$ cat config.mk
export PLATFORM = sky130hd
export DESIGN_NAME = contiguous_fit_allocator
export DESIGN_NICKNAME = d
export VERILOG_FILES = /design/src/hw/rtl/cfa_pkg.sv /design/src/hw/rtl/contiguous_fit_allocator.sv
export SDC_FILE = /design/constraint.sdc
export NUM_CORES = 2
export LEC_CHECK = 0
export BUFFER_PORTS_ARGS = -buffer_cell sky130_fd_sc_hd__buf_4
export CORE_ASPECT_RATIO = 1.1
export CORE_MARGIN = 2
export CORE_UTILIZATION = 60
export CTS_BUF_LIST = sky130_fd_sc_hd__clkbuf_8 sky130_fd_sc_hd__clkbuf_16
export DETAILED_ROUTE_END_ITERATION = 12
export PLACE_DENSITY = 0.76
export SLEW_MARGIN = 20
export SYNTH_ARGS = -nofsm -noshare
export SYNTH_HDL_FRONTEND = slang
export SYNTH_SLANG_ARGS = --single-unit
export TNS_END_PERCENT = 100
$ cat constraint.sdc
create_clock -name clk -period 7.4 [get_ports clk]
set_clock_uncertainty 0.05 [all_clocks]
set_input_delay 2.22 -clock clk [delete_from_list [all_inputs] [get_ports clk]]
set_output_delay 2.22 -clock clk [all_outputs]
set_load 0.05 [all_outputs]
$ cat src/hw/rtl/cfa_pkg.sv
// Package for the contiguous fit allocator: operation, strategy and status codes.
// No dependencies.
package cfa_pkg;
	localparam logic [1:0] MODE_REQUEST = 2'd0;
	localparam logic [1:0] MODE_RELEASE = 2'd1;
	localparam logic [1:0] MODE_COMPACT = 2'd2;
	localparam logic [1:0] STRAT_FIRST = 2'd0;
	localparam logic [1:0] STRAT_BEST = 2'd1;
	localparam logic [1:0] STRAT_WORST = 2'd2;
	localparam logic [1:0] ST_OK = 2'd0;
	localparam logic [1:0] ST_NO_FIT = 2'd1;
	localparam logic [1:0] ST_NO_OWNER = 2'd2;
	localparam logic [1:0] ST_FULL = 2'd3;
	localparam logic [20:0] MEM_LIMIT = 21'd1048576;
	typedef logic [19:0] addr_t;
	typedef logic [20:0] len_t;
endpackage

$ cat src/hw/rtl/contiguous_fit_allocator.sv
// Contiguous fit allocator: hole and region tables in synchronous RAMs, one sequencer.
// Depends on cfa_pkg.
//
// One transaction at a time: busy is high from start until the result strobe. A request
// scans the hole RAM once, then shifts holes down if one empties. A release scans regions,
// then holes twice, then shifts down the holes (only when the freed region joins two
// holes) and the regions. Compaction reads every hole and every region once. Each scan
// step is one registered RAM read. A configuration write needs no clearing pass, the
// counts restart. Results appear for one cycle on done; the receiver cannot stall.
module contiguous_fit_allocator
	import cfa_pkg::*;
#(
	parameter int HOLE_SLOTS = 16,
	parameter int REGION_SLOTS = 16
) (
	input  logic        clk,
	input  logic        arst_n,
	input  logic        start,
	output logic        busy,
	input  logic [1:0]  mode,
	input  logic [7:0]  owner_id,
	input  logic [20:0] request_size,
	input  logic [1:0]  strategy,
	output logic        done,
	output logic [1:0]  status,
	output logic [19:0] start_address,
	input  logic        cfg_valid,
	output logic        cfg_ready,
	input  logic [20:0] cfg_data
);
	localparam int HW = $clog2(HOLE_SLOTS);
	localparam int RW = (REGION_SLOTS > 1) ? $clog2(REGION_SLOTS) : 1;
	localparam int HCW = $clog2(HOLE_SLOTS + 1);
	localparam int RCW = $clog2(REGION_SLOTS + 1);
	localparam logic [HCW-1:0] HOLE_MAX = HCW'(HOLE_SLOTS);
	localparam logic [RCW-1:0] REG_MAX = RCW'(REGION_SLOTS);

	localparam logic [3:0] S_IDLE = 4'd0;
	localparam logic [3:0] S_REQ = 4'd1;
	localparam logic [3:0] S_REQ_UPD = 4'd2;
	localparam logic [3:0] S_HSHIFT = 4'd3;
	localparam logic [3:0] S_RSRCH = 4'd4;
	localparam logic [3:0] S_RGET = 4'd5;
	localparam logic [3:0] S_PREV = 4'd6;
	localparam logic [3:0] S_NEXT = 4'd7;
	localparam logic [3:0] S_MERGE = 4'd8;
	localparam logic [3:0] S_RSHIFT = 4'd9;
	localparam logic [3:0] S_CSUM = 4'd10;
	localparam logic [3:0] S_CPACK = 4'd11;
	localparam logic [3:0] S_DONE = 4'd12;

	// hole RAM: {start, length}; region RAM: {owner, start, length}
	logic [40:0] hole_mem [HOLE_SLOTS];
	logic [48:0] reg_mem [REGION_SLOTS];

	logic [3:0] state_q;
	logic [HCW-1:0] hole_cnt_q;
	logic [RCW-1:0] reg_cnt_q;
	logic [20:0] msize_q;
	logic [HW-1:0] h_ra, h_wa;
	logic h_we;
	logic [40:0] h_wd, h_rd;
	logic [RW-1:0] r_ra, r_wa;
	logic r_we;
	logic [48:0] r_wd, r_rd;
	logic [HCW-1:0] ia_q;
	logic [RCW-1:0] ra_q;
	logic rv_q;
	logic [HCW-1:0] rtag_q;
	logic [RCW-1:0] rrtag_q;
	logic [7:0] own_q;
	logic [20:0] size_q;
	logic [1:0] strat_q;
	logic found_q, found2_q;
	logic [HW-1:0] pick_q, pick2_q;
	logic [20:0] left_q, plen_q, nlen_q;
	addr_t pstart_q, s_q;
	logic [20:0] len_q;
	logic [21:0] tot_q;
	logic [RW-1:0] rsel_q;
	logic [1:0] st_q;
	addr_t addr_q;
	logic [3:0] mphase_q;
	logic init_q;

	assign busy = (state_q != S_IDLE);
	assign cfg_ready = (state_q == S_IDLE) && !start;

	always_ff @(posedge clk) begin
		if (h_we) hole_mem[h_wa] <= h_wd;
		h_rd <= hole_mem[h_ra];
		if (r_we) reg_mem[r_wa] <= r_wd;
		r_rd <= reg_mem[r_ra];
	end

	logic [20:0] rd_len;
	addr_t rd_st;
	logic [20:0] rd_end;
	assign rd_len = h_rd[20:0];
	assign rd_st = h_rd[40:21];
	assign rd_end = 21'(rd_st) + rd_len;

	logic h_last, r_last;
	assign h_last = (ia_q >= hole_cnt_q);
	assign r_last = (ra_q >= reg_cnt_q);

	always_comb begin
		h_we = 1'b0; h_wa = '0; h_wd = '0;
		r_we = 1'b0; r_wa = '0; r_wd = '0;
		h_ra = ia_q[HW-1:0];
		r_ra = ra_q[RW-1:0];
		if (init_q) begin
			h_we = 1'b1; h_wd = {20'd0, msize_q};
		end
		unique case (state_q)
			S_REQ_UPD: begin
				r_we = 1'b1; r_wa = reg_cnt_q[RW-1:0];
				r_wd = {own_q, addr_q, size_q};
				if (left_q != '0) begin
					h_we = 1'b1; h_wa = pick_q;
					h_wd = {addr_q + size_q[19:0], left_q};
				end
			end
			S_HSHIFT: begin
				h_we = rv_q; h_wa = rtag_q[HW-1:0] - HW'(1); h_wd = h_rd;
			end
			S_MERGE: begin
				if (mphase_q == 4'd0) begin
					h_we = 1'b1;
					if (found_q) begin
						h_wa = pick_q;
						h_wd = {pstart_q, plen_q + len_q + (found2_q ? nlen_q : 21'd0)};
					end else if (found2_q) begin
						h_wa = pick2_q; h_wd = {s_q, nlen_q + len_q};
					end else begin
						h_wa = hole_cnt_q[HW-1:0]; h_wd = {s_q, len_q};
					end
				end
			end
			S_RSHIFT: begin
				r_we = rv_q; r_wa = rrtag_q[RW-1:0] - RW'(1); r_wd = r_rd;
			end
			S_CSUM: begin
				if (h_last && rv_q == 1'b0 && mphase_q == 4'd1) begin
					h_we = (tot_q != '0); h_wa = '0; h_wd = {20'd0, tot_q[20:0]};
				end
			end
			S_CPACK: begin
				r_we = rv_q; r_wa = rrtag_q[RW-1:0];
				r_wd = {r_rd[48:41], tot_q[19:0], r_rd[20:0]};
			end
			default: ;
		endcase
	end

	logic [20:0] lo;
	assign lo = rd_len - size_q;

	always_ff @(posedge clk or negedge arst_n) begin
		if (!arst_n) begin
			state_q <= S_IDLE; hole_cnt_q <= HCW'(1); reg_cnt_q <= '0;
			msize_q <= MEM_LIMIT; init_q <= 1'b1; done <= 1'b0; rv_q <= 1'b0;
		end else begin
			done <= 1'b0;
			init_q <= 1'b0;
			unique case (state_q)
				S_IDLE: begin
					if (cfg_valid && cfg_ready) begin
						msize_q <= (cfg_data == '0) ? 21'd1 :
							(cfg_data > MEM_LIMIT) ? MEM_LIMIT : cfg_data;
						init_q <= 1'b1; hole_cnt_q <= HCW'(1); reg_cnt_q <= '0;
					end else if (start) begin
						own_q <= owner_id; size_q <= request_size; strat_q <= strategy;
						ia_q <= '0; ra_q <= '0; rv_q <= 1'b0; found_q <= 1'b0;
						found2_q <= 1'b0; left_q <= '0; st_q <= ST_OK; addr_q <= '0;
						tot_q <= '0; mphase_q <= '0;
						unique case (mode)
							MODE_REQUEST: begin
								if (reg_cnt_q >= REG_MAX) begin
									st_q <= ST_FULL; state_q <= S_DONE;
								end else if (request_size == '0 || strategy > STRAT_WORST) begin
									st_q <= ST_NO_FIT; state_q <= S_DONE;
								end else state_q <= S_REQ;
							end
							MODE_RELEASE: state_q <= S_RSRCH;
							MODE_COMPACT: state_q <= S_CSUM;
							default: state_q <= S_DONE;
						endcase
					end
				end
				S_REQ: begin
					rv_q <= !h_last; rtag_q <= ia_q;
					if (!h_last) ia_q <= ia_q + HCW'(1);
					if (rv_q && rd_len >= size_q && !(found_q && strat_q == STRAT_FIRST)) begin
						if (!found_q || (strat_q == STRAT_BEST && lo < left_q) ||
						    (strat_q == STRAT_WORST && lo > left_q)) begin
							found_q <= 1'b1; pick_q <= rtag_q[HW-1:0];
							left_q <= lo; addr_q <= rd_st;
						end
					end
					if (h_last && !rv_q) begin
						if (!found_q) begin
							st_q <= ST_NO_FIT; state_q <= S_DONE;
						end else state_q <= S_REQ_UPD;
					end
				end
				S_REQ_UPD: begin
					reg_cnt_q <= reg_cnt_q + RCW'(1);
					if (left_q == '0) begin
						ia_q <= HCW'(pick_q) + HCW'(1); rv_q <= 1'b0; state_q <= S_HSHIFT;
					end else state_q <= S_DONE;
				end
				S_HSHIFT: begin
					rv_q <= !h_last; rtag_q <= ia_q;
					if (!h_last) ia_q <= ia_q + HCW'(1);
					if (h_last && !rv_q) begin
						hole_cnt_q <= hole_cnt_q - HCW'(1);
						if (mphase_q == 4'd1) begin
							ra_q <= RCW'(rsel_q) + RCW'(1); mphase_q <= '0;
							state_q <= S_RSHIFT;
						end else state_q <= S_DONE;
					end
				end
				S_RSRCH: begin
					rrtag_q <= ra_q;
					if (!r_last) ra_q <= ra_q + RCW'(1);
					if (rv_q && r_rd[48:41] == own_q) begin
						rsel_q <= rrtag_q[RW-1:0];
						s_q <= r_rd[40:21]; len_q <= r_rd[20:0];
						ia_q <= '0; rv_q <= 1'b0; state_q <= S_PREV;
					end else begin
						rv_q <= !r_last;
						if (r_last && !rv_q) begin
							st_q <= ST_NO_OWNER; state_q <= S_DONE;
						end
					end
				end
				S_PREV: begin
					rv_q <= !h_last; rtag_q <= ia_q;
					if (!h_last) ia_q <= ia_q + HCW'(1);
					if (rv_q && !found_q && rd_end == 21'(s_q)) begin
						found_q <= 1'b1; pick_q <= rtag_q[HW-1:0];
						pstart_q <= rd_st; plen_q <= rd_len;
					end
					if (h_last && !rv_q) begin
						ia_q <= '0; state_q <= S_NEXT;
					end
				end
				S_NEXT: begin
					rv_q <= !h_last; rtag_q <= ia_q;
					if (!h_last) ia_q <= ia_q + HCW'(1);
					if (rv_q && !found2_q && 21'(rd_st) == 21'(s_q) + len_q) begin
						found2_q <= 1'b1; pick2_q <= rtag_q[HW-1:0];
						nlen_q <= rd_len;
					end
					if (h_last && !rv_q) begin
						if (!found_q && !found2_q && hole_cnt_q >= HOLE_MAX) begin
							st_q <= ST_FULL; state_q <= S_DONE;
						end else state_q <= S_MERGE;
					end
				end
				S_MERGE: begin
					addr_q <= s_q;
					if (!found_q && !found2_q) hole_cnt_q <= hole_cnt_q + HCW'(1);
					if (found_q && found2_q) begin
						ia_q <= HCW'(pick2_q) + HCW'(1); rv_q <= 1'b0;
						mphase_q <= 4'd1; state_q <= S_HSHIFT;
					end else begin
						ra_q <= RCW'(rsel_q) + RCW'(1); rv_q <= 1'b0; state_q <= S_RSHIFT;
					end
				end
				S_RSHIFT: begin
					rv_q <= !r_last; rrtag_q <= ra_q;
					if (!r_last) ra_q <= ra_q + RCW'(1);
					if (r_last && !rv_q) begin
						reg_cnt_q <= reg_cnt_q - RCW'(1); state_q <= S_DONE;
					end
				end
				S_CSUM: begin
					rv_q <= !h_last && mphase_q == 4'd0;
					if (!h_last) ia_q <= ia_q + HCW'(1);
					if (rv_q) tot_q <= tot_q + 22'(rd_len);
					if (h_last && !rv_q) begin
						if (mphase_q == 4'd0) mphase_q <= 4'd1;
						else begin
							hole_cnt_q <= (tot_q != '0) ? HCW'(1) : '0;
							ra_q <= '0; state_q <= S_CPACK;
						end
					end
				end
				S_CPACK: begin
					rv_q <= !r_last; rrtag_q <= ra_q - RCW'(0);
					if (!r_last) ra_q <= ra_q + RCW'(1);
					if (rv_q) tot_q <= tot_q + 22'(r_rd[20:0]);
					if (r_last && !rv_q) state_q <= S_DONE;
				end
				S_DONE: begin
					done <= 1'b1; status <= st_q;
					start_address <= (st_q == ST_OK) ? addr_q : '0;
					state_q <= S_IDLE;
				end
				default: state_q <= S_IDLE;
			endcase
		end
	end
endmodule

==> flow_summary.rst <==
.. list-table::
   :header-rows: 1

   * - Metric
     - Value
   * - # rows
     - 139
   * - Count of pins on the block boundary
     - a little over 80
   * - Clk_lat worst skew
     - 0.85 ns
   * - Proportion of total power due to net switching
     - 0.342
   * - Post-synthesis async set-or-reset flop share
     - 0.0209
   * - Count of flip-flops with a built-in enable after synthesis
     - roughly 1.7k
   * - Post-CTS Hold Buffers
     - 0
   * - Global-route wire length before repair
     - 326 mm
   * - Final Hold Viols
     - 0
   * - Horizontal die dimension
     - roughly 350 um
   * - Number of gates resized after CTS
     - 0
   * - Data required time of the worst path
     - 7.87 ns
   * - Portion of total power attributed to the clock network
     - 0.264
   * - First DRT Iteration DRCs
     - slightly above 6k
   * - Post-DR wirelength/cell
     - between 30 and 40 um
   * - Detailed-routing iteration count for the pre-antenna-repair pass
     - 9
   * - Source of the worst register-to-register timing path
     - size_q[1]$_DFFE_PP_
   * - Number of nets produced by synthesis
     - 4870
   * - Std-Cell Core Area
     - ~130000 sq um
   * - Prevailing post-synth register cell
     - edfxtp_1
   * - GRT Overall Usage
     - 0.344
   * - Area growth syn-to-layout
     - 11.9%
   * - Maximum level of the CTS H-tree
     - 4
   * - Post-Synthesis Mean Instance Area
     - roughly 17 sq um
   * - Mapped Area
     - a little under 80000 sq um
   * - Aggregate negative setup slack
     - 0 ns
   * - Fraction of layout instances using a drive strength above 1
     - 0.213
   * - Largest incremental delay on the critical path
     - 0.56 ns
   * - Proportion of power drawn by combinational gates
     - 0.328
   * - Count of buffers inserted at the top-level ports
     - roughly 80
   * - Final setup fails
     - 0
   * - Min-Delay Startpoint
     - r_rd[26]$_DFF_P_
   * - Clk root buf
     - clkbuf_16
   * - Standby leakage power
     - ~0.03 uW
   * - Max-slew violation count
     - 0
   * - Number of nets with antenna violations after detailed routing
     - 0
   * - Slew Limit Headroom
     - 0.161
   * - Via count of the first global-routing pass
     - 46.4k
   * - Initial Utilization
     - 0.605
   * - Sequential cell area
     - about 54000 sq um
   * - DR vias
     - ~46k
   * - Gr ovfl total
     - 0
   * - TritonCTS buffer count
     - around 180
   * - Net count, final
     - approximately 5.1k
   * - Path class of the lowest-slack min-delay path
     - reg2reg
   * - Period utilisation layout
     - 0.797
   * - Maximum root-to-sink buffer count
     - 3
   * - Floorplan die height
     - a little under 400 um
   * - Critical-path maximum fanout
     - 14
   * - Pin count of the biggest net entering global routing
     - 133
   * - Yosys warnings
     - 0
   * - Launch point of the critical path
     - size_q[1]$_DFFE_PP_
   * - Number of distinct library cell variants in the gate-level netlist after synthesis
     - 97
   * - Area used by multi-input combinational logic
     - 24400 sq um
   * - Status
     - finished clean
   * - Max-capacitance violation count
     - 0
   * - Minimum clock period after layout
     - around 5.9 ns
   * - Post-route DRC
     - 0
   * - Critical Path AT
     - about 6.4 ns
   * - Cell count after synthesis
     - ~4.6k
   * - Clock tree from TritonCTS
     - built
   * - Max stage delay cell, worst path
     - nor2_1
   * - Sequential power share
     - 0.408
   * - Critical-path cell list
     - inv_1 -> ha_1 -> nor2b_1 -> o31a_1 -> o41ai_2 -> o21ba_1 -> a31oi_1 -> a31o_2 -> a21o_1 -> a21oi_1 -> xnor2_1 -> ha_1 -> nand4_1 -> a21oi_1 -> or4b_1 -> a31oi_1 -> o41a_1 -> o21bai_1 -> nor2_1 -> buf_4
   * - Number of antenna violations at the first check in global routing
     - 12
   * - Post-route core utilization
     - 0.677
   * - Setup repair after global routing missed its margin
     - false
   * - DP Wirelength
     - approximately 140 mm
   * - Family with the most delay on the worst path
     - compound AO/OA/AOI/OAI gates
   * - Clock-pin transition on the worst setup and hold timing paths
     - approximately 0.06 ns
   * - Slew @ Worst Pin
     - 1.25 ns
   * - Kind of end point of the critical path
     - register
   * - Flip-flop and latch count after synthesis
     - ~1.8k
   * - Number of sinks driven by the clock tree
     - roughly 1.8k
   * - Crit Path Class
     - reg2reg
   * - Worst Path Buf+Inv
     - 2
   * - Detailed-route wire length
     - roughly 230 mm
   * - Highest attainable clock frequency
     - roughly 0.17 GHz
   * - Ratio of routed vias to standard cells
     - just under 7
   * - Sw power
     - around 12000 uW
   * - Sequential area share after synthesis
     - 0.680
   * - Final GP Congestion
     - roughly 1
   * - Fill cell instance count of the final layout
     - ~8.3k
   * - Startpoint type of the worst setup path
     - register
   * - Power density over the cells
     - 390 nW/um^2
   * - Int Power
     - between 20000 and 25000 uW
   * - Die outline area
     - ~130000 sq um
   * - Postcts setup bufs
     - 0
   * - Worst ir drop on vdd
     - between 0.3 and 0.4 mV
-- through the flow --
step           instances  area [sq um]  power [uW]  setup slack, ns  hold WS [ns]
2_1_floorplan       4601         78900       21400             1.43         0.359
3_3_place_gp        6313         82300       25000             1.76         0.369
3_5_place_dp        6315         82300       25100             1.56         0.388
4_1_cts             6642         88200       34300             1.52         0.404
5_1_grt             6645         88300       35700             1.12         0.430
6_report            6646         88300       34400             1.51         0.413
-- routing by layer --
metal,vias to the layer above,part of all wire,GRT usage
met5,-,0.00022,0
met4,8,0.059,0.181
met1,23551,0.36,0.443
met3,637,0.098,0.0792
li1,18951,-,-
met2,2924,0.48,0.553
-- area by class of cell --
cell class	instances	area share
diodes	2	0.0000567
clock buffers	198	0.0533
clock inverters	129	0.0134
inverters	126	0.00536
multi-input cells	2449	0.276
flip-flops and latches	1822	0.607
well taps	1692	0.0240
repair buffers	228	0.0204
-- logic make-up (layout without fill, tap and decap cells) --
| logic type | Yosys count | in the layout | share of synthesized area |
|---|---|---|---|
| DFF | 1822 | 1822 | 0.680 |
| and+or+nand+nor | 797 | 797 | 0.0481 |
| AOI/OAI and AO/OA | 783 | 783 | 0.0675 |
| muxes | 499 | 499 | 0.135 |
| buffers and inverters | 330 | 681 | 0.0158 |
| adders and majority gates | 212 | 212 | 0.0364 |
| xor gates and xnor gates | 158 | 158 | 0.0175 |
| other | 0 | 2 | 0 |
-- registers in the layout (all words and copies together), names as in the netlist, 8 cells and up --
name and flops:
start_address 20, msize_q 21, h_rd 41, plen_q 21, s_q 20, left_q 21, reg_mem 784, own_q 8
r_rd 49, tot_q 22, size_q 21, pstart_q 20, len_q 21, nlen_q 21, addr_q 20, hole_mem 656
-- cell usage after synthesis (7+ instances only) --
master	count	area, sq um
nand2b_1	25	156
and2_1	65	407
a21oi_1	200	1000
dfxtp_1	90	1800
ha_1	182	2280
xnor2_1	101	885
a221oi_1	18	158
or3_1	8	50.1
edfxtp_1	1694	50900
o22ai_1	20	125
o21bai_1	20	150
a21o_1	71	533
o21ai_1	12	60.1
and3_1	16	100
dfrtp_1	35	876
inv_1	123	462
a211o_1	8	70.1
o31ai_1	18	135
nand4_1	23	144
mux2_2	7	78.8
nor2_1	189	709
o21ai_0	133	666
a222oi_1	20	200
o221ai_1	31	272
xor2_1	57	499
o21a_1	28	210
nor2b_1	36	225
nand2_1	272	1020
nand3_1	45	225
buf_1	46	173
buf_2	8	40.0
o211ai_1	14	105
clkbuf_1	150	563
a211oi_1	28	210
nor4_1	31	194
fa_1	29	581
a31oi_1	25	156
mux2i_1	42	420
nor3_1	47	235
mux4_2	450	10100
a22o_1	52	455
-- power groups by stage --
stage / clock network (uW) / registers (uW) / logic, uW
2_1_floorplan: 0 / 13500 / 7840
3_3_place_gp: 0 / 14100 / 10900
3_5_place_dp: 0 / 14200 / 11000
4_1_cts: 9190 / 14000 / 11100
5_1_grt: 9550 / 14000 / 12100
6_report: 9100 / 14000 / 11300
-- path summary, 6_finish.rpt --
path / to / slack [ns] / depth (start not counted)
worst max-delay path: left_q[2]$_SDFFCE_PN0P_ / 1.51 / 20
worst min-delay path: s_q[5]$_DFFE_PP_ / 0.41 / 0
worst max register to register: left_q[2]$_SDFFCE_PN0P_ / 1.51 / 20
worst min register to register: s_q[5]$_DFFE_PP_ / 0.41 / 0
max in group asynchronous: hole_cnt_q[0]$_DFFE_PN1P_ / 5.58 / 1
min in group asynchronous: msize_q[15]$_DFFE_PN0P_ / 1.32 / 1
-- layout by cell type, fill, tap and decap left out, types with 28 or more instances in the layout --
cell	synthesis	final
o21ai_0	133	132
nor2b_1	36	36
fa_1	29	29
nor2_1	189	154
buf_4	0	218
o21a_1	28	28
nand3_1	45	45
nor2_4	1	35
a22o_1	52	52
edfxtp_1	1694	1694
ha_1	182	182
a211oi_1	28	28
a21o_1	71	71
nand2_1	272	272
inv_1	123	160
nor3_1	47	43
xnor2_1	101	101
dfrtp_1	35	35
clkinv_2	0	30
clkbuf_16	0	176
a21oi_1	200	193
nor4_1	31	28
and2_1	65	66
mux2i_1	42	42
dfxtp_1	90	90
xor2_1	57	57
mux4_2	450	450
Power figures use the tool's default switching activity.
